===== config.mk =====
export PLATFORM = sky130hd
export DESIGN_NAME = fmb_div_stage
export DESIGN_NICKNAME = d
export VERILOG_FILES = /design/src/design/fmb_pkg.sv /design/src/design/fmb_div_stage.sv
export SDC_FILE = /design/constraint.sdc
export NUM_CORES = 1
export LEC_CHECK = 0
export ABC_AREA = 1
export BUFFER_PORTS_ARGS = -buffer_cell sky130_fd_sc_hd__buf_2
export CORE_MARGIN = 8
export CORE_UTILIZATION = 40
export CTS_BUF_LIST = sky130_fd_sc_hd__clkbuf_2
export DETAILED_ROUTE_END_ITERATION = 8
export GPL_ROUTABILITY_DRIVEN = 1
export PLACE_DENSITY_LB_ADDON = 0.2
export RECOVER_POWER = 100
export SLEW_MARGIN = 40
export SYNTH_ARGS = -nofsm -noshare
export SYNTH_HDL_FRONTEND = slang
export SYNTH_SLANG_ARGS = --single-unit

===== constraint.sdc =====
create_clock -name i_clk -period 24 [get_ports i_clk]
set_input_delay 3.6 -clock i_clk [delete_from_list [all_inputs] [get_ports i_clk]]
set_output_delay 3.6 -clock i_clk [all_outputs]
set_load 0.03 [all_outputs]

===== src/design/fmb_pkg.sv =====
// ============================================================================
// fmb_pkg
// Shared types and constants for the factor multiplier bound core.
// ============================================================================
`default_nettype none

package fmb_pkg;

    // Field widths.
    localparam int EXPONENT_W  = 32;
    localparam int BIT_COUNT_W = 7;
    localparam int QUOT_W      = 64;
    localparam int DIVISOR_W   = EXPONENT_W;

    // Division pipeline shape: restoring steps per register stage.
    localparam int STEPS_PER_STAGE = 4;
    localparam int DIV_STAGES      = QUOT_W / STEPS_PER_STAGE;

    // Request to result: setup stage, divider stages, output register.
    localparam int LATENCY = DIV_STAGES + 2;

    // Bit count limits.
    localparam logic [BIT_COUNT_W-1:0] MAX_BITS   = 7'd96;
    localparam logic [BIT_COUNT_W-1:0] SPLIT_BITS = 7'd64;
    localparam logic [BIT_COUNT_W-1:0] OVF_BASE   = 7'd65;

    typedef struct packed {
        logic [EXPONENT_W-1:0]  exponent;
        logic [BIT_COUNT_W-1:0] bit_count;
    } t_request;

    typedef struct packed {
        logic [QUOT_W-1:0] k_bound;
        logic              bad_input;
    } t_result;

    // State carried down the divider pipeline. The word holds the dividend
    // bits still to be consumed at the top and the quotient bits gathered at
    // the bottom.
    typedef struct packed {
        logic                 valid;
        logic                 force_one;
        logic                 bad_input;
        logic [DIVISOR_W-1:0] divisor;
        logic [DIVISOR_W-1:0] rem;
        logic [QUOT_W-1:0]    word;
    } t_div_state;

endpackage

`default_nettype wire


===== src/design/fmb_div_stage.sv =====
// ============================================================================
// fmb_div_stage
// One register stage of the restoring divider, STEPS_PER_STAGE quotient bits per stage.
// ============================================================================
`default_nettype none

module fmb_div_stage (
    input  wire logic               i_clk,
    input  wire logic               i_rst_n,
    input  wire fmb_pkg::t_div_state i_state,
    output fmb_pkg::t_div_state     o_state
);
    import fmb_pkg::*;

    t_div_state n_state;
    t_div_state r_state;

    always_comb begin
        logic [DIVISOR_W:0] v_shift;
        logic               v_qbit;
        n_state = i_state;
        for (int j = 0; j < STEPS_PER_STAGE; j++) begin
            v_shift = {n_state.rem, n_state.word[QUOT_W-1]};
            if (v_shift >= {1'b0, n_state.divisor}) begin
                v_shift = v_shift - {1'b0, n_state.divisor};
                v_qbit  = 1'b1;
            end else begin
                v_qbit  = 1'b0;
            end
            // The remainder stays below the divisor, so the top bit is zero.
            n_state.rem  = v_shift[DIVISOR_W-1:0];
            n_state.word = {n_state.word[QUOT_W-2:0], v_qbit};
        end
    end

    always_ff @(posedge i_clk) begin
        if (!i_rst_n) begin
            r_state <= '0;
        end else begin
            r_state <= n_state;
        end
    end

    assign o_state = r_state;

endmodule

`default_nettype wire


### Word-level counts from Yosys, hierarchy flattened

Index checks and enable logic that the tools add are counted.

* input bits: 133
* flip-flop bits (word level): 131
* output and inout bits: 131

* add/sub/neg operators: 4
* $lt $le $gt $ge: 4
* mux-type cells: 8

Operators by type and width (number)
* $ge 33x32->1: 4
* $mux 32: 4
* $sub 32x32->32: 4
* $mux 1: 4

### Depth between registers and ports, before layout

Gate-level depths: netlist of the first run.

* word-level depth: 8
* depth in mapped cells: 67

### Worst setup path after synthesis of the first run

OpenSTA, ideal clock, no wires.

* path type: input to register
* start point: input i_state[116] in the netlist's numbering
* end point: register r_state (netlist bit o_state[81])
* slack: 12.723 ns
* data required time: 23.890 ns
* arrival time: 11.167 ns
* stages: 54
* path through: inv_1 > ha_1 > nand2_1 > nor2_2 > nand2_1 > nor3_1 > nand3b_1 > nand4_4 > buf_6 > buf_2 > buf_2 > nand2_1 > o21ai_0 > inv_1 > ha_1 > a21o_1 > a21oi_1 > o21ai_0 > (+18 left out) > nand3_4 > buf_2 > nand2_1 > nand2_1 > inv_1 > ha_1 > nand3_1 > nand2_1 > a21oi_1 > o21ai_0 > a21boi_0 > o21ai_0 > a21oi_1 > o21ai_0 > xnor2_1 > nand2_1 > inv_1 > nor2_1

* word-level cells in the longest chain between the ends: 8
* elaborated cells between the ends (all ways): 12
* classes of those cells: add/sub: 4; order compare: 4; mux: 4

Ends and longest elaborated chain
* start: declaration: RTL line fmb_div_stage.sv:10 `input wire fmb_pkg::t_div_state i_state,`
* $sub 32x32->32 / $ge 33x32->1 (equally long branches): RTL line fmb_div_stage.sv:25, fmb_div_stage.sv:24
* $mux 32: RTL line fmb_div_stage.sv:24 `if (v_shift >= {1'b0, n_state.divisor}) begin`
* $sub 32x32->32 / $ge 33x32->1 (equally long branches): RTL line fmb_div_stage.sv:25, fmb_div_stage.sv:24
* $mux 32: RTL line fmb_div_stage.sv:24
* $ge 33x32->1 / $sub 32x32->32 (equally long branches): RTL line fmb_div_stage.sv:24, fmb_div_stage.sv:25
* $mux 32: RTL line fmb_div_stage.sv:24
* $sub 32x32->32 / $ge 33x32->1 (equally long branches): RTL line fmb_div_stage.sv:25, fmb_div_stage.sv:24
* $mux 32 (*): RTL line fmb_div_stage.sv:24
* end signal: assignment: RTL line fmb_div_stage.sv:40 `r_state <= n_state;`
* end: declaration: RTL line fmb_div_stage.sv:16 `t_div_state r_state;`

Mark *: on every way between the ends. The rest lies on a longest branch, timed or not.
A chain may end at the register's enable or synchronous reset.

### Final worst setup path of the first run

* start point: input i_state[112] in the netlist's numbering
* end point: register r_state (netlist bit o_state[87])

* word-level cells in the longest chain between the ends: 8
* elaborated cells between the ends (all ways): 12
* classes of those cells: add/sub: 4; order compare: 4; mux: 4

Ends and longest elaborated chain (RTL line)
* $sub 32x32->32 / $ge 33x32->1 (equally long branches): fmb_div_stage.sv:25, fmb_div_stage.sv:24
* $mux 32: fmb_div_stage.sv:24
* $sub 32x32->32 / $ge 33x32->1 (equally long branches): fmb_div_stage.sv:25, fmb_div_stage.sv:24
* $mux 32: fmb_div_stage.sv:24
* $sub 32x32->32 / $ge 33x32->1 (equally long branches): fmb_div_stage.sv:25, fmb_div_stage.sv:24
* $mux 32: fmb_div_stage.sv:24
* $sub 32x32->32 / $ge 33x32->1 (equally long branches): fmb_div_stage.sv:25, fmb_div_stage.sv:24
* $mux 32 (*): fmb_div_stage.sv:24

Marks and branches as above.

==> results.sh, run 1 <==
export IMPL_synthFlopType="dfxtp_1"
export IMPL_area_growth_syn_to_layout_pct=13.1
export IMPL_tritoncts="yes"
export IMPL_syn_inst=2223
export IMPL_unique_masters_post_synth=50
export IMPL_floorplan_die_area_um2=39200
export IMPL_grt_pass1_wl_um=79800
export IMPL_place_inst=2885
export IMPL_comb_power_share_pct=81.1
export IMPL_sw_frac_of_total_pct=59.4
export IMPL_yosysTopAreaCellShare_pct=20.0
export IMPL_cts_hold_repair_buffers=0
export IMPL_worstHoldPathType="input pin to flip-flop"
export IMPL_power_switching_uw=1270
export IMPL_worst_margin_pin_slew_ns=3.19
export IMPL_cpLargestDelayFamily="simple AND/OR/NAND/NOR gates"
export IMPL_die_w_um=198
export IMPL_detailroute_via_count=14800
export IMPL_core_box_area_um2=32600
export IMPL_power_per_cell_area_nw_per_um2=143
export IMPL_synth_fp_nets=2488
export IMPL_p_int_uw=870
export IMPL_final_period_utilization_pct=73.6
export IMPL_critPathCaptureType="flip-flop"
export IMPL_netlist_area_um2=13300
export IMPL_boundaryPins=264
export IMPL_worst_case_headroom_to_the_max_slew_limit_pct=-112
export IMPL_dieHeight_um=198
export IMPL_vdd_drop_max_uv=66.7
export IMPL_placement_rows=66
export IMPL_largest_reg_flops=131
export IMPL_run_status="finished, violations left"
export IMPL_layout_cell_area_excl_fill_um2=15000
export IMPL_static_leakage_power_uw=0.00867
export IMPL_async_flop_share_pct=0
export IMPL_cts_reportedPaths_clkPinSlew_ns=0.26
export IMPL_clk_path_buf_depth=2
export IMPL_place_port_buffers=263
export IMPL_syn_mean_instance_area_um2=5.96
export IMPL_fin_setup_tns_ns=0
export IMPL_critical_path_max_stage_delay_ns=1.46
export IMPL_wl_per_cell_um=18.2
export IMPL_tritoncts_num_buffers=17
export IMPL_drtPass1Iterations=6
export IMPL_floorplan_initialDensity_pct=40.6
export IMPL_first_iter_violations=1352
export IMPL_ant_nets=0
export IMPL_final_hold_viol_count=0
export IMPL_cts_repair_resized=0
export IMPL_grt_use_total_pct=26.3
export IMPL_final_setup_viol_count=0
export IMPL_clk_root_buf="clkbuf_2"
export IMPL_antenna_found_initial=2
export IMPL_critical_path_startpoint="i_state[112]"
export IMPL_final_cells=2919
export IMPL_min_period_ns=17.66
export IMPL_critical_path_required_ns=24.68
export IMPL_cts_num_sinks=131
export IMPL_grt_setup_unrepaired="no"
export IMPL_post_route_cells_drive_above_1_share_pct=8.28
export IMPL_synth_area_leaders="nand2_1 20%, dfxtp_1 20%, ha_1 12%, inv_1 12%, nand3_1 5.3%"
export IMPL_worstSetupStartpointType="input pin"
export IMPL_critical_path_cell_count=57
export IMPL_grt_max_degree=83
export IMPL_cts_htree_levels=4
export IMPL_placedInstanceArea_um2=14900
export IMPL_final_net_count=2728
export IMPL_fmax_mhz=56.6
export IMPL_path_common_cell="nand2_1"
export IMPL_number_of_synthesized_flops_with_an_enable_pin=0
export IMPL_max_cap_violations=5
export IMPL_first_global_vias=13800
export IMPL_violations="capacitance limit, slew limit"
export IMPL_yosysWarningCount=0
export IMPL_drt_drc_violations_left=0
export IMPL_timing_worst_setup_path_type="input pin to flip-flop"
export IMPL_worstSetupEndpoint="o_state[87]$_SDFF_PN0_"
export IMPL_synth_top_cell_by_area="nand2_1"
export IMPL_slew_viol_final=198
export IMPL_yosysSeqAreaShare_pct=19.8
export IMPL_gp_routability_congestion=0.969
export IMPL_power_frac_clock_pct=6.5
export IMPL_timing_critical_path_arrival_ns=18.34
export IMPL_via_per_inst=5.08
export IMPL_postSynthRegisterBits=131
export IMPL_worst_path_buf_inv=9
export IMPL_dp_hpwl_um=45100
export IMPL_post_cts_setup_buffer_count=0
export IMPL_drt_total_wl_um=53200
export IMPL_power_share_of_the_sequential_group_pct=12.4
export IMPL_cp_max_fo=44
export IMPL_gr_total_overflow=0
export IMPL_critical_path_slowest_cell="nor2_1"
-- worst min-delay path, cell delays in order --
cell and delay [ns]:
buf_2 0.08, nand2_1 0.04, inv_1 0.04
-- power groups by stage --
stage                     clock network [uW]  registers (uW)  logic (uW)
after global routing                     157             270        1930
final                                    139             266        1740
after floorplan                            0             339        1200
after CTS                                147             266        1720
after detailed placement                   0             270        1710
after global placement                     0             270        1720
-- kinds of logic after synthesis --
logic type	share of synthesized area (%)
xor+xnor	6.28
compound gates	12.1
flops	19.8
simple gates	35.7
buf+inv	13.5
fa+ha+maj	12.7
-- placed cells by master, fill, tap and decap left out, drive strengths merged, types with 5 or more instances in the layout --
| master | synthesis | layout |
|---|---|---|
| nand3b | 17 | 17 |
| a21o | 17 | 17 |
| nor4 | 10 | 10 |
| o21ai | 91 | 91 |
| a31oi | 11 | 11 |
| a21oi | 127 | 127 |
| xnor2 | 68 | 68 |
| o21a | 6 | 6 |
| a221oi | 5 | 5 |
| nor2 | 177 | 177 |
| or2 | 9 | 9 |
| nand2 | 712 | 712 |
| nand4 | 24 | 24 |
| clkbuf | 15 | 150 |
| xor2 | 27 | 27 |
| o21bai | 12 | 12 |
| nand3 | 146 | 146 |
| ha | 128 | 128 |
| nor3 | 17 | 17 |
| buf | 30 | 133 |
| dfxtp | 131 | 131 |
| inv | 418 | 428 |
-- per-stage QoR --
step           hold slack, ns  util (%)  total power [uW]  worst slack [ns]
3_5_place_dp             3.78      45.8              1980              9.09
2_1_floorplan            3.69         -              1540             12.72
6_report                 2.99      45.9              2140              6.34
5_1_grt                  2.87      45.9              2360              5.46
3_3_place_gp             3.78      45.7              1990              9.26
4_1_cts                  2.88      46.5              2130              9.98
-- worst min path at each step --
stage	slack, ns	end	from	cells after the start
6_report	2.99	o_state[107]$_SDFF_PN0_	i_state[107]	3
5_1_grt	2.87	o_state[49]$_SDFF_PN0_	i_state[45]	3
4_1_cts	2.88	o_state[107]$_SDFF_PN0_	i_state[107]	3
3_5_place_dp	3.78	o_state[45]$_SDFF_PN0_	i_state[41]	3
3_3_place_gp	3.78	o_state[35]$_SDFF_PN0_	i_state[31]	3
2_1_floorplan	3.69	o_state[100]$_SDFF_PN0_	i_state[100]	2
-- metal layers --
metal  track usage [%]  wire [um]
met5                 0         13
met4              7.77       1360
met3              5.74       4950
met2              42.1      23100
met1              35.0      23700
-- synth_stat cells, types with 2 or more instances --
| library cell | instances |
|---|---|
| nand2_1 | 706 |
| a21oi_1 | 126 |
| or2_1 | 2 |
| nor2_4 | 2 |
| and2_1 | 3 |
| nor2_2 | 11 |
| a41oi_1 | 2 |
| a21o_1 | 17 |
| nand3_1 | 140 |
| nand4_1 | 22 |
| nand3_2 | 5 |
| a221oi_1 | 5 |
| xnor2_1 | 68 |
| inv_2 | 7 |
| ha_1 | 128 |
| xor2_1 | 27 |
| nand2_2 | 5 |
| nor2_1 | 163 |
| clkbuf_1 | 15 |
| or2_2 | 7 |
| inv_1 | 411 |
| o21a_1 | 6 |
| a21boi_0 | 4 |
| nand3b_1 | 17 |
| nor4_1 | 10 |
| fa_1 | 4 |
| o21ai_1 | 3 |
| a31oi_1 | 11 |
| o21bai_1 | 11 |
| nand2b_1 | 2 |
| buf_2 | 20 |
| dfxtp_1 | 131 |
| buf_6 | 3 |
| o31ai_1 | 3 |
| buf_1 | 7 |
| o211ai_1 | 3 |
| o21ai_0 | 87 |
| nor3_1 | 17 |
-- final cells by class --
class,instances,area [um^2]
fill,3684,17600
multi-input combinational,1629,8810
sequential,131,2620
inverter,418,1570
timing repair buffer,266,1180
tap,442,553
clock inverter,15,160
clock buffer,17,85.1
antenna,1,2.50
(Power assumes the default switching activity.)
==> run 2, diff against run 1 <==
==> constraint.sdc (replaced) <==
create_clock -name i_clk -period 14.54 [get_ports i_clk]
set_input_delay 2.181 -clock i_clk [delete_from_list [all_inputs] [get_ports i_clk]]
set_output_delay 2.181 -clock i_clk [all_outputs]
set_load 0.03 [all_outputs]
==> run 2 against run 1 <==
Against the previous run:
- the flow still finishes with violations (capacitance limit, slew limit)
- power increased by 65%
- hold slack got worse by 1.4 ns
- cell area increased by 0.40%
- wire length decreased by 0.31%
- sequential power increased by 65%
- via count decreased by 1.1%
- core utilization increased by 0.18 points
- critical path depth increased by 6
==> results.sh, run 2 (synthesized netlist as in run 1, its figures left out) <==
export IMPL_run_status="finished, violations left"
export IMPL_violations="capacitance limit, slew limit"
export IMPL_cts_repair_resized=0
export IMPL_mostFrequentLayoutCell="nand2_1"
export IMPL_fmax_mhz=81.7
export IMPL_min_period_ns=12.24
export IMPL_grt_max_degree=82
export IMPL_nFillCells=3716
export IMPL_final_period_utilization_pct=84.2
export IMPL_worstSetupStartpointType="input pin"
export IMPL_first_iter_violations=1237
export IMPL_detailroute_via_count=14700
export IMPL_worst_case_headroom_to_the_max_slew_limit_pct=-117
export IMPL_cts_reportedPaths_clkPinSlew_ns=0.24
export IMPL_via_per_inst=5.02
export IMPL_worstHoldPathType="input pin to flip-flop"
export IMPL_first_global_vias=13900
export IMPL_critical_path_max_stage_delay_ns=0.79
export IMPL_critical_path_slowest_cell="nand4_1"
export IMPL_path_common_cell="nand2_1"
export IMPL_ff_latch_area_um2=2620
export IMPL_drt_total_wl_um=53000
export IMPL_final_hold_viol_count=0
export IMPL_area_occupied_by_multi_input_gates_um2=8830
export IMPL_largest_reg_flops=131
export IMPL_post_route_cells_drive_above_1_share_pct=8.54
export IMPL_dieHeight_um=198
export IMPL_max_cap_violations=2
export IMPL_timing_worst_setup_path_type="input pin to flip-flop"
export IMPL_placedInstanceArea_um2=15000
export IMPL_gr_total_overflow=0
export IMPL_cts_hold_repair_buffers=0
export IMPL_final_net_count=2734
export IMPL_timing_critical_path_arrival_ns=12.91
export IMPL_vdd_drop_max_uv=136
export IMPL_clk_root_buf="clkbuf_2"
export IMPL_drtPass1Iterations=6
export IMPL_placement_rows=66
export IMPL_cp_max_fo=45
export IMPL_boundaryPins=264
export IMPL_wl_per_cell_um=18.1
export IMPL_floorplan_initialDensity_pct=40.6
export IMPL_gp_routability_congestion=0.994
export IMPL_final_setup_viol_count=0
export IMPL_finish_utilization_pct=46.1
export IMPL_fin_setup_tns_ns=0
export IMPL_area_growth_syn_to_layout_pct=13.5
export IMPL_layout_common_cells="706 x nand2_1, 412 x inv_1, 163 x nor2_1, 141 x nand3_1, 135 x clkbuf_1"
export IMPL_floorplan_die_area_um2=39200
export IMPL_cts_htree_levels=4
export IMPL_grt_use_total_pct=26.4
export IMPL_place_port_buffers=263
export IMPL_drt_drc_violations_left=0
export IMPL_slew_viol_final=134
export IMPL_tritoncts="yes"
export IMPL_dp_hpwl_um=45200
export IMPL_ant_nets=0
export IMPL_critical_path_required_ns=15.21
export IMPL_antenna_found_initial=3
export IMPL_core_box_area_um2=32600
export IMPL_clk_path_buf_depth=2
export IMPL_critPathCaptureType="flip-flop"
export IMPL_worst_margin_pin_slew_ns=3.26
export IMPL_cts_num_sinks=131
export IMPL_layout_cell_area_excl_fill_um2=15000
export IMPL_static_leakage_power_uw=0.00870
export IMPL_power_per_cell_area_nw_per_um2=236
export IMPL_post_cts_setup_buffer_count=0
export IMPL_grt_setup_unrepaired="no"
export IMPL_tritoncts_num_buffers=17
export IMPL_grt_pass1_wl_um=79900
export IMPL_die_w_um=198
[run 2: cell count changes in the layout (fill, tap and decap cells not counted), moves of 2 or more]
| cell | before | now |
|---|---|---|
| buf_4 | 1 | 6 |
| nand3_1 | 143 | 141 |
| clkbuf_1 | 133 | 135 |
| clkinv_4 | 2 | 4 |
[run 2: per-layer routing]
metal | vias to the layer above | track usage [%] | wire [um]
met2 | 605 | 42.1 | 23000
met1 | 6522 | 35.3 | 24300
li1 | 7468 | - | -
met3 | 72 | 5.23 | 4270
met5 | - | 0 | 27
met4 | 4 | 8.16 | 1460
[run 2: per-stage QoR]
stage          cells  hold WS, ns  worst slack [ns]  power [uW]
5_1_grt         2925         1.45              1.51        3910
4_1_cts         2923         1.46              2.97        3540
3_3_place_gp    2891         2.36              2.23        3290
6_report        2925         1.58              2.30        3550
2_1_floorplan   2223         2.27              4.68        2550
3_5_place_dp    2891         2.37              2.11        3280
[run 2: area by class of cell]
type                            count  share of cell area, %
Antenna cell                        1                 0.0166
Clock buffer                       17                  0.566
Clock inverter                     15                   1.07
Inverter                          418                   10.4
Multi-Input combinational cell   1629                   58.7
Sequential cell                   131                   17.4
Tap cell                          442                   3.68
Timing Repair Buffer              272                   8.13
[run 2: power breakdown]
part	switching (uW)	leakage (uW)	internal [uW]	total, uW
registers	15.1	0.00109	425	440
clock network	160	0.000148	70.6	230
logic	1930	0.00746	948	2880
total	2100	0.00870	1440	3550
[run 2: final timing paths]
path	depth (start not counted)	to	slack, ns	startpoint
hold / removal	3	o_state[14]$_SDFF_PN0_	1.58	i_state[10]
setup / recovery	63	o_state[92]$_SDFF_PN0_	2.30	i_state[102]
[run 2: worst max-delay path, delay by kind of cell]
kind,cells,cell delay (ns)
and+or+nand+nor,39,4.94
adders and majority gates,4,1.30
AOI/OAI and AO/OA,6,1.72
buffers and inverters,14,2.70
==> run 3, diff against run 2 <==
==> constraint.sdc (replaced) <==
create_clock -name i_clk -period 10.87 [get_ports i_clk]
set_input_delay 1.6305 -clock i_clk [delete_from_list [all_inputs] [get_ports i_clk]]
set_output_delay 1.6305 -clock i_clk [all_outputs]
set_load 0.03 [all_outputs]
==> run 3 against run 2 <==
Against the previous run:
- the run still ends with capacitance limit, slew limit left
- cell area rose by 6.5%
- setup slack got worse by 1.6 ns
- sequential power rose by 33%
- critical path depth fell by 9
- clock-buffer cell count did not move
- non-clock buffer count rose by 121
- sequential share of layout area fell by 1.1 points
- flip-flop and latch count did not move
- largest cell class unchanged
- highest routed layer is now met4
==> results.sh, run 3 (synthesized netlist as in run 1, its figures left out) <==
export IMPL_sw_frac_of_total_pct=55.2
export IMPL_die_w_um=198
export IMPL_floorplan_die_area_um2=39200
export IMPL_cts_hold_repair_buffers=0
export IMPL_fmax_mhz=98.4
export IMPL_power_share_of_the_sequential_group_pct=11.5
export IMPL_detailroute_via_count=15300
export IMPL_critical_path_slowest_cell="fa_1"
export IMPL_max_cap_violations=1
export IMPL_grt_setup_unrepaired="no"
export IMPL_run_status="finished, violations left"
export IMPL_layout_common_cells="706 x nand2_1, 411 x inv_1, 164 x nor2_1, 140 x nand3_1, 135 x clkbuf_1"
export IMPL_first_iter_violations=1297
export IMPL_core_box_area_um2=32600
export IMPL_comb_power_share_pct=82.5
export IMPL_via_per_inst=5.02
export IMPL_gp_routability_congestion=1.06
export IMPL_worstSetupStartpointType="input pin"
export IMPL_grt_pass1_wl_um=81200
export IMPL_power_frac_clock_pct=6.0
export IMPL_drt_drc_violations_left=0
export IMPL_final_setup_viol_count=0
export IMPL_path_common_cell="nand2_1"
export IMPL_post_route_cells_drive_above_1_share_pct=12.8
export IMPL_cp_max_fo=39
export IMPL_final_hold_viol_count=0
export IMPL_clk_root_buf="clkbuf_2"
export IMPL_hold_ws_ns=1.03
export IMPL_grt_use_total_pct=26.5
export IMPL_cts_num_sinks=131
export IMPL_min_period_ns=10.16
export IMPL_power_switching_uw=2820
export IMPL_violations="capacitance limit, slew limit"
export IMPL_totalPowerFinal_uw=5100
export IMPL_drtPass1Iterations=6
export IMPL_first_global_vias=14500
export IMPL_placement_rows=66
export IMPL_cts_reportedPaths_clkPinSlew_ns=0.23
export IMPL_slew_viol_final=67
export IMPL_antenna_found_initial=1
export IMPL_fin_setup_tns_ns=0
export IMPL_place_port_buffers=263
export IMPL_tritoncts_num_buffers=17
export IMPL_dp_hpwl_um=45500
export IMPL_mostFrequentLayoutCell="nand2_1"
export IMPL_boundaryPins=264
export IMPL_cts_repair_resized=0
export IMPL_worst_path_buf_inv=11
export IMPL_timing_critical_path_arrival_ns=10.85
export IMPL_clk_path_buf_depth=2
export IMPL_dieHeight_um=198
export IMPL_final_period_utilization_pct=93.5
export IMPL_timing_worst_setup_path_type="input pin to flip-flop"
export IMPL_tritoncts="yes"
export IMPL_grt_max_degree=67
export IMPL_power_per_cell_area_nw_per_um2=319
export IMPL_vdd_drop_max_uv=251
export IMPL_critPathCaptureType="flip-flop"
export IMPL_worstHoldPathType="input pin to flip-flop"
export IMPL_wl_per_cell_um=17.4
export IMPL_critical_path_max_stage_delay_ns=0.41
export IMPL_largest_reg_flops=131
export IMPL_final_cells=3046
export IMPL_drt_total_wl_um=52900
export IMPL_cpLargestDelayFamily="simple AND/OR/NAND/NOR gates"
export IMPL_final_net_count=2855
export IMPL_place_inst=3013
export IMPL_worst_case_headroom_to_the_max_slew_limit_pct=-78.5
export IMPL_p_int_uw=2290
export IMPL_area_growth_syn_to_layout_pct=20.9
export IMPL_floorplan_initialDensity_pct=40.6
export IMPL_critical_path_required_ns=11.56
export IMPL_ant_nets=0
export IMPL_gr_total_overflow=0
export IMPL_worst_margin_pin_slew_ns=2.68
export IMPL_cts_htree_levels=4
export IMPL_static_leakage_power_uw=0.00931
export IMPL_post_cts_setup_buffer_count=0
-- run 3: stage by stage --
| step | setup slack (ns) | area [um^2] | util [%] |
|---|---|---|---|
| after global placement | 0.161 | 15900 | 48.9 |
| after CTS | 1.02 | 16200 | 49.6 |
| after detailed placement | 0.204 | 15900 | 48.9 |
| after global routing | 0.0340 | 16000 | 49.1 |
| after floorplan | 1.56 | 13300 | - |
| final | 0.708 | 16000 | 49.1 |
-- run 3: tightest hold or removal path, stage by stage --
cell,delay [ns]
buf_2,0.08
nand2_1,0.04
inv_1,0.04
-- run 3: path summary, 6_finish.rpt --
kind	from	endpoint	slack, ns	cells after the start
hold / removal	i_state[9]	o_state[13]$_SDFF_PN0_	1.03	3
setup / recovery	i_state[103]	o_state[77]$_SDFF_PN0_	0.71	54
-- run 3: cell type report --
cell class | instances | area [um^2]
Clock buffer | 17 | 85.1
Timing Repair Buffer | 393 | 2180
Tap cell | 442 | 553
Antenna cell | 1 | 2.50
Clock inverter | 15 | 165
Sequential cell | 131 | 2620
Inverter | 418 | 1570
Multi-Input combinational cell | 1629 | 8840
Fill cell | 3547 | 16600
-- run 3: metal layers --
metal / global-route usage (%) / part of all wire, % / vias up
li1: - / - / 7726
met3: 4.60 / 7.8 / 74
met1: 35.4 / 45 / 6873
met2: 42.6 / 43 / 614
met5: 0 / 0 / -
met4: 9.13 / 3.4 / 0
-- run 3: power by group through the flow --
stage	combinational, uW	sequential (uW)	clock (uW)
detailed placement	4170	597	0
global placement	4170	596	0
global route	4710	596	345
CTS	4200	586	321
finish	4210	587	308
floorplan	2660	749	0
